<file path="src/hdl/prf_pkg.sv">
package prf_pkg;

	localparam int RULE_COUNT = 16;

	localparam logic [7:0] PROTO_TCP = 8'd6;
	localparam logic [7:0] PROTO_UDP = 8'd17;

	localparam int FLAG_DROP     = 0;
	localparam int FLAG_SRC_MAC  = 1;
	localparam int FLAG_DEST_MAC = 2;
	localparam int FLAG_SRC_IP   = 3;
	localparam int FLAG_DEST_IP  = 4;
	localparam int FLAG_IN       = 5;
	localparam int FLAG_OUT      = 6;

	localparam logic CMD_CLASSIFY = 1'b0;
	localparam logic CMD_WRITE    = 1'b1;

	typedef struct packed {
		logic        cmd;
		logic        direction;
		logic [3:0]  rule_index;
		logic [6:0]  rule_flags;
		logic [47:0] src_mac;
		logic [47:0] dest_mac;
		logic [31:0] src_ip;
		logic [31:0] dest_ip;
		logic [7:0]  src_proto;
		logic [7:0]  dest_proto;
		logic [15:0] sport;
		logic [15:0] dport;
	} req_t;

	typedef struct packed {
		logic drop;
		logic write_done;
	} rsp_t;

	typedef struct packed {
		logic [47:0] src_mac;
		logic [47:0] dest_mac;
		logic [31:0] src_ip;
		logic [31:0] dest_ip;
		logic [7:0]  src_proto;
		logic [7:0]  dest_proto;
		logic [15:0] sport;
		logic [15:0] dport;
	} rule_t;

	typedef struct packed {
		logic        l4;
		logic        direction;
		logic [47:0] src_mac;
		logic [47:0] dest_mac;
		logic [31:0] src_ip;
		logic [31:0] dest_ip;
		logic [7:0]  proto;
		logic [15:0] sport;
		logic [15:0] dport;
	} pkt_t;

	typedef struct packed {
		logic valid;
		logic drop;
		pkt_t pkt;
	} chain_t;

	function automatic logic port_ok(input logic [7:0] rproto, input logic [15:0] rport,
			input logic [7:0] pproto, input logic [15:0] pport);
		logic ok;
		if (rproto == pproto) begin
			ok = (rport == pport);
		end else begin
			ok = (rproto == 8'd0);
		end
		return ok;
	endfunction

endpackage

</file>
<file path="src/hdl/prf_cell.sv">
module prf_cell (
	input  logic            clk,
	input  logic            arst_n,
	input  logic            we,
	input  logic [6:0]      wr_flags,
	input  prf_pkg::rule_t  wr_rule,
	input  prf_pkg::chain_t up,
	output prf_pkg::chain_t down
);

	logic [6:0]     flags_q;
	prf_pkg::rule_t rule_q;
	logic           valid_q;
	logic           drop_q;
	prf_pkg::pkt_t  pkt_q;
	logic           dir_ok;
	logic           hit;

	always_ff @(posedge clk or negedge arst_n) begin
		if (!arst_n) begin
			flags_q <= '0;
		end else if (we) begin
			flags_q <= wr_flags;
		end
	end

	always_ff @(posedge clk) begin
		if (we) begin
			rule_q <= wr_rule;
		end
	end

	always_comb begin
		dir_ok = up.pkt.direction ? flags_q[prf_pkg::FLAG_OUT] : flags_q[prf_pkg::FLAG_IN];
		hit = up.pkt.l4 && dir_ok && flags_q[prf_pkg::FLAG_DROP]
			&& (!flags_q[prf_pkg::FLAG_SRC_MAC]  || rule_q.src_mac  == up.pkt.src_mac)
			&& (!flags_q[prf_pkg::FLAG_DEST_MAC] || rule_q.dest_mac == up.pkt.dest_mac)
			&& (!flags_q[prf_pkg::FLAG_SRC_IP]   || rule_q.src_ip   == up.pkt.src_ip)
			&& (!flags_q[prf_pkg::FLAG_DEST_IP]  || rule_q.dest_ip  == up.pkt.dest_ip)
			&& prf_pkg::port_ok(rule_q.src_proto, rule_q.sport,
				up.pkt.proto, up.pkt.sport)
			&& prf_pkg::port_ok(rule_q.dest_proto, rule_q.dport,
				up.pkt.proto, up.pkt.dport);
	end

	always_ff @(posedge clk or negedge arst_n) begin
		if (!arst_n) begin
			valid_q <= 1'b0;
		end else begin
			valid_q <= up.valid;
		end
	end

	// advance packet and running drop to the next cell
	always_ff @(posedge clk) begin
		pkt_q  <= up.pkt;
		drop_q <= up.drop | hit;
	end

	assign down.valid = valid_q;
	assign down.drop  = drop_q;
	assign down.pkt   = pkt_q;

endmodule

</file>
<file path="config.mk">
export PLATFORM = sky130hd
export DESIGN_NAME = prf_cell
export DESIGN_NICKNAME = d
export VERILOG_FILES = /design/src/hdl/prf_pkg.sv /design/src/hdl/prf_cell.sv
export SDC_FILE = /design/constraint.sdc
export NUM_CORES = 1
export LEC_CHECK = 0
export ABC_AREA = 0
export BUFFER_PORTS_ARGS = -buffer_cell sky130_fd_sc_hd__buf_2
export CAP_MARGIN = 20
export CORE_AREA = 8 8 235 237
export DETAILED_ROUTE_END_ITERATION = 16
export DIE_AREA = 0 0 243 245
export GPL_ROUTABILITY_DRIVEN = 0
export SYNTH_ARGS = -nofsm -noshare
export SYNTH_HDL_FRONTEND = slang
export SYNTH_SLANG_ARGS = --single-unit
</file>
<file path="constraint.sdc">
create_clock -name clk -period 1.3 [get_ports clk]
set_input_delay 0.13 -clock clk [delete_from_list [all_inputs] [get_ports clk]]
set_output_delay 0.13 -clock clk [all_outputs]
set_load 0.005 [all_outputs]
</file>
# == Yosys cells after proc, flatten, opt, wreduce, memory -nomap -nowiden ==
# Cells that the tools add are included.
# Widths: inputs -> output; s select.
# classes
n_mux,3
eq_ne,8
n_reduce_logical,18
n_bitwise,1
# op_table
cell,count
$eq 48x48->1,2
$eq 32x32->1,2
$eq 16x16->1,2
$eq 8x8->1,2
$logic_not 8->1,2
$logic_and 1x1->1,8
$logic_not 1->1,4
$logic_or 1x1->1,4
$mux 1,3
$or 1x1->1,1
# word_totals
out_inout_bits,204
wordCells,50
regBits,419
inputBits,422

# == Longest topological paths before layout ==
# Gate-level depths: netlist (run 1).
# depth
depth_word,10
mapped_depth,6
ltp_nobuf,6

# == Least setup slack after synthesis (run 1) ==
# No wires, ideal clock.
# synth_path
path_type,reg-to-reg
start,register rule_q[143] (netlist bit)
end,register drop_q
arrival_ps,1305
setup_slack_ps,-76
path_stages_with_launch,7
cell_sequence,edfxtp_1 xor2_1 nor4_1 nand4_1 o31ai_1 nand4_1 o21bai_1
# synth_via
elab_chain_cells,8
# synth_lines
element,line_no,text
from (decl),prf_cell.sv:12,prf_pkg::rule_t rule_q;
from (signal assigned),prf_cell.sv:29,rule_q <= wr_rule;
$eq 48x48->1,prf_cell.sv:37,&& (!flags_q[prf_pkg::FLAG_DEST_MAC] || rule_q.dest_mac == up.pkt.dest_mac)
$logic_or 1x1->1,prf_cell.sv:37,
$logic_and 1x1->1,prf_cell.sv:37,
$logic_and 1x1->1,prf_cell.sv:38,&& (!flags_q[prf_pkg::FLAG_SRC_IP] || rule_q.src_ip == up.pkt.src_ip)
$logic_and 1x1->1,prf_cell.sv:39,&& (!flags_q[prf_pkg::FLAG_DEST_IP] || rule_q.dest_ip == up.pkt.dest_ip)
$logic_and 1x1->1,prf_cell.sv:40,"&& prf_pkg::port_ok(rule_q.src_proto, rule_q.sport,"
$logic_and 1x1->1,prf_cell.sv:42,"&& prf_pkg::port_ok(rule_q.dest_proto, rule_q.dport,"
$or 1x1->1,prf_cell.sv:57,drop_q <= up.drop | hit;
to (signal assigned),prf_cell.sv:57,
to (decl),prf_cell.sv:14,logic drop_q;
# Every way passes these cells.
# A chain may end at the register's enable or synchronous reset.

# == Worst setup path after layout (run 1) ==
# layout_path
start,register rule_q[162] (netlist bit)
end,register drop_q
# layout_via
elab_chain_cells,9
# layout_lines
element,line_no,text
$eq 48x48->1,prf_cell.sv:36,&& (!flags_q[prf_pkg::FLAG_SRC_MAC] || rule_q.src_mac == up.pkt.src_mac)
$logic_or 1x1->1,prf_cell.sv:36,
$logic_and 1x1->1,prf_cell.sv:36,
$logic_and 1x1->1,prf_cell.sv:37,
$logic_and 1x1->1,prf_cell.sv:38,
$logic_and 1x1->1,prf_cell.sv:39,
$logic_and 1x1->1,prf_cell.sv:40,
$logic_and 1x1->1,prf_cell.sv:42,
$or 1x1->1,prf_cell.sv:57,
# Every way passes these cells.

==> summary.md, run 1 <==
| Metric | Value |
|---|---|
| Tightest Pin Transition | `0.536 ns` |
| Slew Viols, Final | `0` |
| Tightest Hold Check Type | `primary input to register` |
| Worst setup path endpoint | `drop_q$_DFF_P_` |
| Layout cells sized above 1 | `0.406` |
| CP startpoint | `rule_q[162]$_DFFE_PP_` |
| Syn_area_per_cell | `18.0 µm²` |
| #FFs+latches synth | `419` |
| Setup Skew | `0.0118 ns` |
| # DRC | `0` |
| Io pins | `626` |
| WP data required | `1.77 ns` |
| RSZ-0062 raised after global routing | `yes` |
| Fill count | `4533` |
| Worst Path Arrival | `2.51 ns` |
| Fmax | `490 MHz` |
| Area added between synthesis and finish | `79.6%` |
| Initial DRT Pass Iterations | `4` |
| Worst rel slew slack | `0.639` |
| Worst slack at placement | `-1.19 ns` |
| Top-count cell post-synth | `edfxtp_1` |
| Rows | `84` |
| Register Area | `0.0105 mm²` |
| Reg2reg end | `drop_q$_DFF_P_` |
| Die area | `0.0595 mm²` |
| Chip Width | `243 µm` |
| Synthesized area | `0.0130 mm²` |
| Period utilization | `1.57` |
| TritonCTS Buffers | `44` |
| Lkg Pwr | `10.1 nW` |
| Post-synth EDFFs | `208` |
| I/O Buffers | `625` |
| Worst Setup Start Kind | `register` |
| Hold Crit Depth | `2` |
| Clock transition at path regs | `0.06 ns` |
| Vias per std cell | `3.99` |
| Total global-route track usage | `0.161` |
| Clk buf depth | `3` |
| Starting Density | `0.250` |
| CTS tree | `built` |
| Synth top area cells | `edfxtp_1 (48%), dfxtp_1 (31%), xor2_1 (13%)` |
| Initial DRC count | `258` |
| Vias in the first global route | `12200` |
| Placed insts | `2105` |
| Post-layout nets | `2307` |
| Final setup viols | `1` |
| Pin count of the biggest net entering global routing | `30` |
| Power Dens Cells | `1330 mW/mm²` |
| Worst-Skew Late Latency | `0.55 ns` |
| Async set-or-reset flop fraction in the synthesized netlist | `0.0191` |
| Non-Filler Instances | `2614` |
| Yosys cell types | `17` |
| Failing checks | `setup timing` |
| Max-cap viol count | `0` |
| CTS sink cnt | `419` |
| Post-route ant nets | `0` |
| Period minus WS final | `2.04 ns` |
| Final Util | `0.450` |
| Core footprint | `0.0517 mm²` |
| Peak VDD IR | `1.01 mV` |
| Avg WL per Cell | `19.2 µm` |
| Top FF cell, synth | `edfxtp_1` |
| Share of Yosys cell area claimed by the top area cell type | `0.482` |
| RR Startpoint | `rule_q[162]$_DFFE_PP_` |
| Die H | `245 µm` |
| Dpl hpwl | `35800 µm` |
| Htree depth | `2` |
| Antenna violations before repair | `5` |
| First-pass GRT wire length | `73800 µm` |
| Via count | `10400` |
| CP Capture Type | `register` |
| Final Hold Violating Endpoints | `0` |
| Commonest cells in the netlist | `edfxtp_1 (208), dfxtp_1 (203), xor2_1 (192)` |
| R2R depth | `8` |
| Syn Nets | `1143` |
| YS warnings | `0` |
| Final Worst Setup Slack | `-0.741 ns` |
| Outcome | `complete, but fails checks` |
| Worst R2R Setup Slack | `-0.74 ns` |
| Critical path class | `register to register` |
| Total chip power | `0.0309 W` |
| Post-Route WL | `50200 µm` |
| Worst Path Max Fanout | `1` |
| Remaining Overflow, GRT | `0` |
| Cell accounting for the most synthesized area | `edfxtp_1` |
| Synth Instances | `721` |
| Root Buffer | `clkbuf_16` |
| Post-synthesis sequential area ratio | `0.812` |
| Multi-input logic area | `0.00246 mm²` |
## timing repair
item	CTS	global route
gates resized for setup	5	1
pin swaps	3	1
buffers inserted	0	0
endpoints found under the hold margin	440	0
hold buffers	422	0
endpoints found under the setup margin	1	1
## worst min-delay path by stage
stage                                  end  startpoint  slack, ns
floorplan           flags_q[0]$_DFFE_PN0P_      arst_n      -0.17
global placement         valid_q$_DFF_PN0_      arst_n       0.03
detailed placement       valid_q$_DFF_PN0_      arst_n       0.04
CTS                       down[95]$_DFF_P_      up[95]       0.19
global route             valid_q$_DFF_PN0_     up[203]       0.20
finish                   valid_q$_DFF_PN0_     up[203]       0.23
## kinds of logic (layout without fill, tap and decap cells)
group / count (synthesis) / after routing / share of synthesized area
muxes: 10 / 10 / 0.00841
AOI/OAI and AO/OA: 5 / 5 / 0.00251
xor gates and xnor gates: 208 / 208 / 0.141
buffers and inverters: 3 / 1203 / 0.00145
other: 0 / 5 / 0
and+or+nand+nor: 76 / 76 / 0.0355
DFF: 419 / 419 / 0.812
## power by group
part           switching, W  leakage (nW)  internal (W)
registers          0.000369          3.84        0.0148
logic               0.00142          5.56       0.00208
clock network       0.00512         0.703       0.00707
total               0.00691          10.1        0.0240
## critical path: stages, from the launching register on
cell,delay [ns]
edfxtp_1,0.38
xor2_1,0.19
nor4_2,0.32
buf_4,0.16
nand4_1,0.18
o31ai_4,0.26
buf_4,0.16
nand4_1,0.12
o21bai_1,0.20
## sequential cells by signal, indices dropped and copies added, names as in the netlist
signal / cells
drop_q: 1
down: 202
valid_q: 1
flags_q: 7
rule_q: 208
## cell type report
class,instances,share of cell area
flip-flops and latches,419,0.452
repair buffers,1121,0.344
multi-input cells,299,0.106
clock buffers,69,0.0575
well taps,688,0.0370
clock inverters,13,0.00307
diodes,5,0.000538
## routing by layer
metal	routed length (µm)	GRT usage
met1	18300	0.165
met2	26700	0.304
met3	3790	0.0548
met4	1360	0.0511
met5	10	0
## stage by stage
step | hold WS, ns | setup TNS, ns | instance area [µm²]
2_1_floorplan | -0.166 | -0.0757 | 13000
6_report | 0.225 | -0.741 | 23300
3_5_place_dp | 0.0353 | -1.19 | 17600
5_1_grt | 0.201 | -0.925 | 23300
4_1_cts | 0.186 | -0.865 | 23200
3_3_place_gp | 0.0270 | -1.13 | 17600
## cell usage in the layout, fill, tap and decap left out, drive strengths merged
cell	Yosys	layout
buf	2	699
dlygate4sd3	0	422
edfxtp	208	208
dfxtp	203	203
xor2	192	192
clkbuf	1	69
nor4	52	52
nand4	17	17
xnor2	16	16
clkinv	0	10
dfrtp	8	8
mux2	7	7
diode	0	5
nand2	3	3
nor2	3	3
mux2i	3	3
inv	0	3
o21ai	2	2
o31ai	2	2
nand3	1	1
o21bai	1	1
Power figures use the tool's default switching activity.
==> run 2, diff against run 1 <==
--- a/config.mk
+++ b/config.mk
@@ -12,6 +12,7 @@
 export DETAILED_ROUTE_END_ITERATION = 16
 export DIE_AREA = 0 0 243 245
 export GPL_ROUTABILITY_DRIVEN = 0
+export PLACE_DENSITY_LB_ADDON = 0.2
 export SYNTH_ARGS = -nofsm -noshare
 export SYNTH_HDL_FRONTEND = slang
 export SYNTH_SLANG_ARGS = --single-unit
==> constraint.sdc (replaced) <==
create_clock -name clk -period 1.3 [get_ports clk]
set_input_delay 0.065 -clock clk [delete_from_list [all_inputs] [get_ports clk]]
set_output_delay 0.065 -clock clk [all_outputs]
set_load 0.005 [all_outputs]
==> summary.md, run 2 (synthesis gave the netlist of run 1 again) <==
| Metric | Value |
|---|---|
| Outcome | `complete, but fails checks` |
| Failing checks | `hold timing, setup timing` |
| WP data required | `1.78 ns` |
| Chip Width | `243 µm` |
| Lkg Pwr | `10.2 nW` |
| Fin Setup TNS | `-0.671 ns` |
| Dpl hpwl | `35800 µm` |
| CP most frequent cell | `nand4_1` |
| CTS sink cnt | `419` |
| Die area | `0.0595 mm²` |
| # hold bufs at CTS | `421` |
| Critical-path top delay cell | `edfxtp_1` |
| Vias per std cell | `3.89` |
| Clock transition at path regs | `0.06 ns` |
| Vias in the first global route | `11900` |
| Layout cells sized above 1 | `0.410` |
| Final Worst Setup Slack | `-0.671 ns` |
| Post-layout nets | `2302` |
| CP Capture Type | `register` |
| Max-cap viol count | `0` |
| I/O Buffers | `625` |
| Tightest Hold Check Type | `primary input to register` |
| Max reg flops | `208` |
| Total global-route track usage | `0.151` |
| Most frequent cells in the layout | `buf_2 (624), dlygate4sd3_1 (421), edfxtp_1 (208)` |
| Final Util | `0.454` |
| Pin count of the biggest net entering global routing | `26` |
| Die H | `245 µm` |
| Avg WL per Cell | `18.0 µm` |
| Peak VDD IR | `1.14 mV` |
| Antenna violations before repair | `4` |
| Rows | `84` |
| Final setup viols | `1` |
| Power Dens Cells | `1380 mW/mm²` |
| First-pass GRT wire length | `69400 µm` |
| Worst path max stage delay | `0.37 ns` |
| Setup Skew | `0.0102 ns` |
| RSZ-0062 raised after global routing | `yes` |
| Commonest non-fill, non-tap cell in the layout | `buf_2` |
| Worst Path Max Fanout | `1` |
| Initial DRC count | `256` |
| Hold_ws | `-0.293 ns` |
| Fill count | `4716` |
| Final Hold Violating Endpoints | `1` |
| Worst Setup Start Kind | `register` |
| Period utilization | `1.52` |
| Worst rel slew slack | `0.642` |
| Critical path class | `register to register` |
| Area added between synthesis and finish | `81.3%` |
| Htree depth | `2` |
| CTS tree | `built` |
| Post-route ant nets | `0` |
| # DRC | `0` |
| Starting Density | `0.250` |
| Remaining Overflow, GRT | `0` |
| Crit path cell chain | `xor2_1, nor4_2, nand4_1, o31ai_1, buf_4, nand4_1, o21bai_1` |
| Clk buf depth | `3` |
| Core footprint | `0.0517 mm²` |
| Fmax | `507 MHz` |
| Worst-Skew Late Latency | `0.55 ns` |
| Io pins | `626` |
| Slew Viols, Final | `0` |
| Worst Path Arrival | `2.45 ns` |
| TritonCTS Buffers | `47` |
| Post-Route WL | `46800 µm` |
| Worst slack at placement | `-1.18 ns` |
| Period minus WS final | `1.97 ns` |
| Via count | `10100` |
| Biggest register | `rule_q` |
| Initial DRT Pass Iterations | `4` |
| Tightest Pin Transition | `0.535 ns` |
| Root Buffer | `clkbuf_16` |
| Post-CTS Setup Bufs | `0` |
[run 2: layout make-up]
cell class	count	area, µm²	share of cell area
tap	688	861	0.0367
clock inverter	16	169	0.00719
timing repair buffer	1113	7970	0.339
multi-input combinational	299	2480	0.105
sequential	419	10500	0.448
antenna	3	7.51	0.000320
clock buffer	71	1490	0.0636
[run 2: through the flow]
step / power (W) / cell area [µm²] / cells
floorplan: 0.0160 / 13000 / 721
global placement: 0.0178 / 17500 / 2098
detailed placement: 0.0178 / 17500 / 2098
CTS: 0.0328 / 23500 / 2606
global route: 0.0337 / 23500 / 2607
finish: 0.0323 / 23500 / 2609
[run 2: where the power goes]
| part | internal (W) | switching (W) | total (W) | leakage [nW] |
|---|---|---|---|---|
| Combinational | 0.00207 | 0.00136 | 0.00343 | 5.53 |
| Sequential | 0.0148 | 0.000337 | 0.0152 | 3.84 |
| Clock | 0.00853 | 0.00523 | 0.0138 | 0.828 |
| Total | 0.0254 | 0.00692 | 0.0323 | 10.2 |
[run 2: final timing paths]
path	startpoint	to	slack, ns	cells past startpoint
setup / recovery	rule_q[198]$_DFFE_PP_	drop_q$_DFF_P_	-0.67	7
hold / removal	up[147]	down[147]$_DFF_P_	-0.29	1
max in group asynchronous	arst_n	flags_q[2]$_DFFE_PN0P_	0.38	3
hold reg to reg	flags_q[6]$_DFFE_PN0P_	flags_q[6]$_DFFE_PN0P_	0.50	1
min in group asynchronous	arst_n	flags_q[0]$_DFFE_PN0P_	0.56	3
setup reg to reg	rule_q[198]$_DFFE_PP_	drop_q$_DFF_P_	-0.67	7
[run 2: repair_timing]
item | 4_1_cts | 5_1_grt
hold endpoints to repair | 450 | 1
cloned | 0 | 0
resized for setup | 8 | 2
pin swaps | 4 | 1
setup endpoints to repair | 1 | 1
[run 2: routing by layer]
| layer | share of wire | vias up | track usage |
|---|---|---|---|
| li1 | - | 4914 | - |
| met1 | 0.38 | 4779 | 0.160 |
| met2 | 0.53 | 370 | 0.284 |
| met3 | 0.069 | 72 | 0.0495 |
| met4 | 0.022 | 4 | 0.0434 |
| met5 | 0.00058 | - | 0 |
[run 2: critical path: cells and delay by family, from the launching register on]
kind / cells / cell delay, ns
and+or+nand+nor: 3 / 0.71
DFF: 1 / 0.37
xor gates and xnor gates: 1 / 0.16
buffers and inverters: 1 / 0.16
AOI/OAI and AO/OA: 2 / 0.50
==> run 3, diff against run 2 <==
--- a/config.mk
+++ b/config.mk
@@ -6,7 +6,7 @@
 export NUM_CORES = 1
 export LEC_CHECK = 0
 export ABC_AREA = 0
-export BUFFER_PORTS_ARGS = -buffer_cell sky130_fd_sc_hd__buf_2
+export BUFFER_PORTS_ARGS = -buffer_cell sky130_fd_sc_hd__clkbuf_2
 export CAP_MARGIN = 20
 export CORE_AREA = 8 8 235 237
 export DETAILED_ROUTE_END_ITERATION = 16
==> summary.md, run 3 (synthesis gave the netlist of run 1 again) <==
| Metric | Value |
|---|---|
| CTS sink cnt | `419` |
| Initial DRT Pass Iterations | `4` |
| Worst Path Arrival | `2.49 ns` |
| Area post-placement | `0.0175 mm²` |
| Period minus WS final | `2.01 ns` |
| Total global-route track usage | `0.149` |
| Vias per std cell | `3.89` |
| Failing checks | `setup timing` |
| Worst slack at placement | `-1.25 ns` |
| Tightest Hold Check Type | `primary input to register` |
| TritonCTS Buffers | `45` |
| Setup Skew | `0.0112 ns` |
| Htree depth | `2` |
| Post-Route WL | `46700 µm` |
| Dpl hpwl | `35700 µm` |
| First-pass GRT wire length | `68400 µm` |
| Worst path max stage delay | `0.38 ns` |
| Clock transition at path regs | `0.06 ns` |
| CP most frequent cell | `nand4_1` |
| Die area | `0.0595 mm²` |
| WP data required | `1.77 ns` |
| Clock power frac | `0.408` |
| Period utilization | `1.55` |
| WP depth | `7` |
| CP Capture Type | `register` |
| Layout cells sized above 1 | `0.403` |
| Pin count of the biggest net entering global routing | `40` |
| Starting Density | `0.250` |
| Cell family with the largest share of critical-path delay | `simple AND/OR/NAND/NOR gates` |
| Sw Ratio | `0.218` |
| Root Buffer | `clkbuf_16` |
| Design area | `0.0233 mm²` |
| RR Startpoint | `rule_q[185]$_DFFE_PP_` |
| Outcome | `complete, but fails checks` |
| Biggest register | `rule_q` |
| Max reg flops | `208` |
| Remaining Overflow, GRT | `0` |
| Commonest non-fill, non-tap cell in the layout | `clkbuf_2` |
| Peak VDD IR | `0.942 mV` |
| Io pins | `626` |
| Net load switching power | `0.00684 W` |
| Critical-path top delay cell | `edfxtp_1` |
| Die H | `245 µm` |
| Initial DRC count | `248` |
| Worst-Skew Late Latency | `0.55 ns` |
| Final Hold Violating Endpoints | `0` |
| Max-cap viol count | `0` |
| Final Worst Setup Slack | `-0.715 ns` |
| Fmax | `496 MHz` |
| Worst Setup Start Kind | `register` |
| Combinational share of power | `0.109` |
| CP startpoint | `rule_q[185]$_DFFE_PP_` |
| R2R depth | `7` |
| Rows | `84` |
| Post-layout nets | `2297` |
| Avg WL per Cell | `17.9 µm` |
| Worst R2R Setup Slack | `-0.71 ns` |
| Most frequent cells in the layout | `clkbuf_2 (624), dlygate4sd3_1 (422), edfxtp_1 (208)` |
| Hold_ws | `0.160 ns` |
| Lkg Pwr | `10.2 nW` |
| Critical path class | `register to register` |
| Internal | `0.0245 W` |
| RSZ-0062 raised after global routing | `yes` |
| Final setup viols | `1` |
| I/O Buffers | `625` |
| Worst Path Max Fanout | `1` |
| Chip Width | `243 µm` |
| Antenna violations before repair | `5` |
| Vias in the first global route | `11700` |
| Worst setup path endpoint | `drop_q$_DFF_P_` |
| Critical path buffer and inverter count | `1` |
| Slew Viols, Final | `0` |
| Tightest Pin Transition | `0.602 ns` |
| Area added between synthesis and finish | `79.6%` |
| Flop pwr share | `0.483` |
| Worst rel slew slack | `0.597` |
| Post-route ant nets | `0` |
| # DRC | `0` |
| CTS tree | `built` |
| Crit path cell chain | `xor2_1, nor4_2, nand4_1, o31ai_1, buf_4, nand4_1, o21bai_1` |
| Reg2reg end | `drop_q$_DFF_P_` |
| Core footprint | `0.0517 mm²` |
| Power Dens Cells | `1350 mW/mm²` |
| Via count | `10100` |
| Clk buf depth | `3` |
run 3: routing by layer:
layer  part of all wire  wire [µm]  GRT usage  up-vias
li1                   -          -          -     4905
met1               0.38      17500      0.158     4776
met2               0.54      25000      0.281      377
met3              0.069       3220     0.0488       62
met4              0.019        891     0.0397        4
met5            0.00058         27          0        -
run 3: worst register-to-register path, cell delays in order, from the launching register on:
cell and delay, ns:
edfxtp_1 0.38, xor2_1 0.17, nor4_2 0.32, nand4_1 0.26
o31ai_1 0.34, buf_4 0.17, nand4_1 0.14, o21bai_1 0.16
run 3: worst min-delay path by stage:
stage	start	endpoint	slack, ns	cells after the start
6_report	up[203]	valid_q$_DFF_PN0_	0.16	2
5_1_grt	up[203]	valid_q$_DFF_PN0_	0.14	2
4_1_cts	up[203]	valid_q$_DFF_PN0_	0.11	2
3_5_place_dp	arst_n	valid_q$_DFF_PN0_	-0.02	1
3_3_place_gp	arst_n	valid_q$_DFF_PN0_	-0.02	1
2_1_floorplan	arst_n	flags_q[0]$_DFFE_PN0P_	-0.23	0
run 3: timing repair:
action	4_1_cts	5_1_grt
gates resized for setup	7	1
endpoints found under the setup margin	1	1
hold buffers	422	0
endpoints found under the hold margin	454	0
setup buffers	0	0
pin swaps	3	1
run 3: cell type report:
type	count	area (µm²)
Sequential cell	419	10500
Tap cell	688	861
Clock buffer	69	1370
Clock inverter	14	130
Fill cell	4689	28500
Antenna cell	4	10.0
Timing Repair Buffer	1110	7910
Multi-Input combinational cell	299	2460
run 3: metrics by stage:
stage	TNS (ns)	power, W	cells	util
finish	-0.715	0.0314	2603	0.450
global route	-0.854	0.0327	2602	0.450
CTS	-0.795	0.0319	2599	0.449
detailed placement	-1.25	0.0178	2094	0.338
global placement	-1.17	0.0178	2094	0.338
floorplan	-0.0757	0.0160	721	-
run 3: power by group through the flow:
stage	clock network [W]	logic [W]	registers [W]
floorplan	0	0.000610	0.0154
global placement	0	0.00237	0.0154
detailed placement	0	0.00238	0.0154
CTS	0.0132	0.00347	0.0152
global route	0.0137	0.00370	0.0152
finish	0.0128	0.00341	0.0152
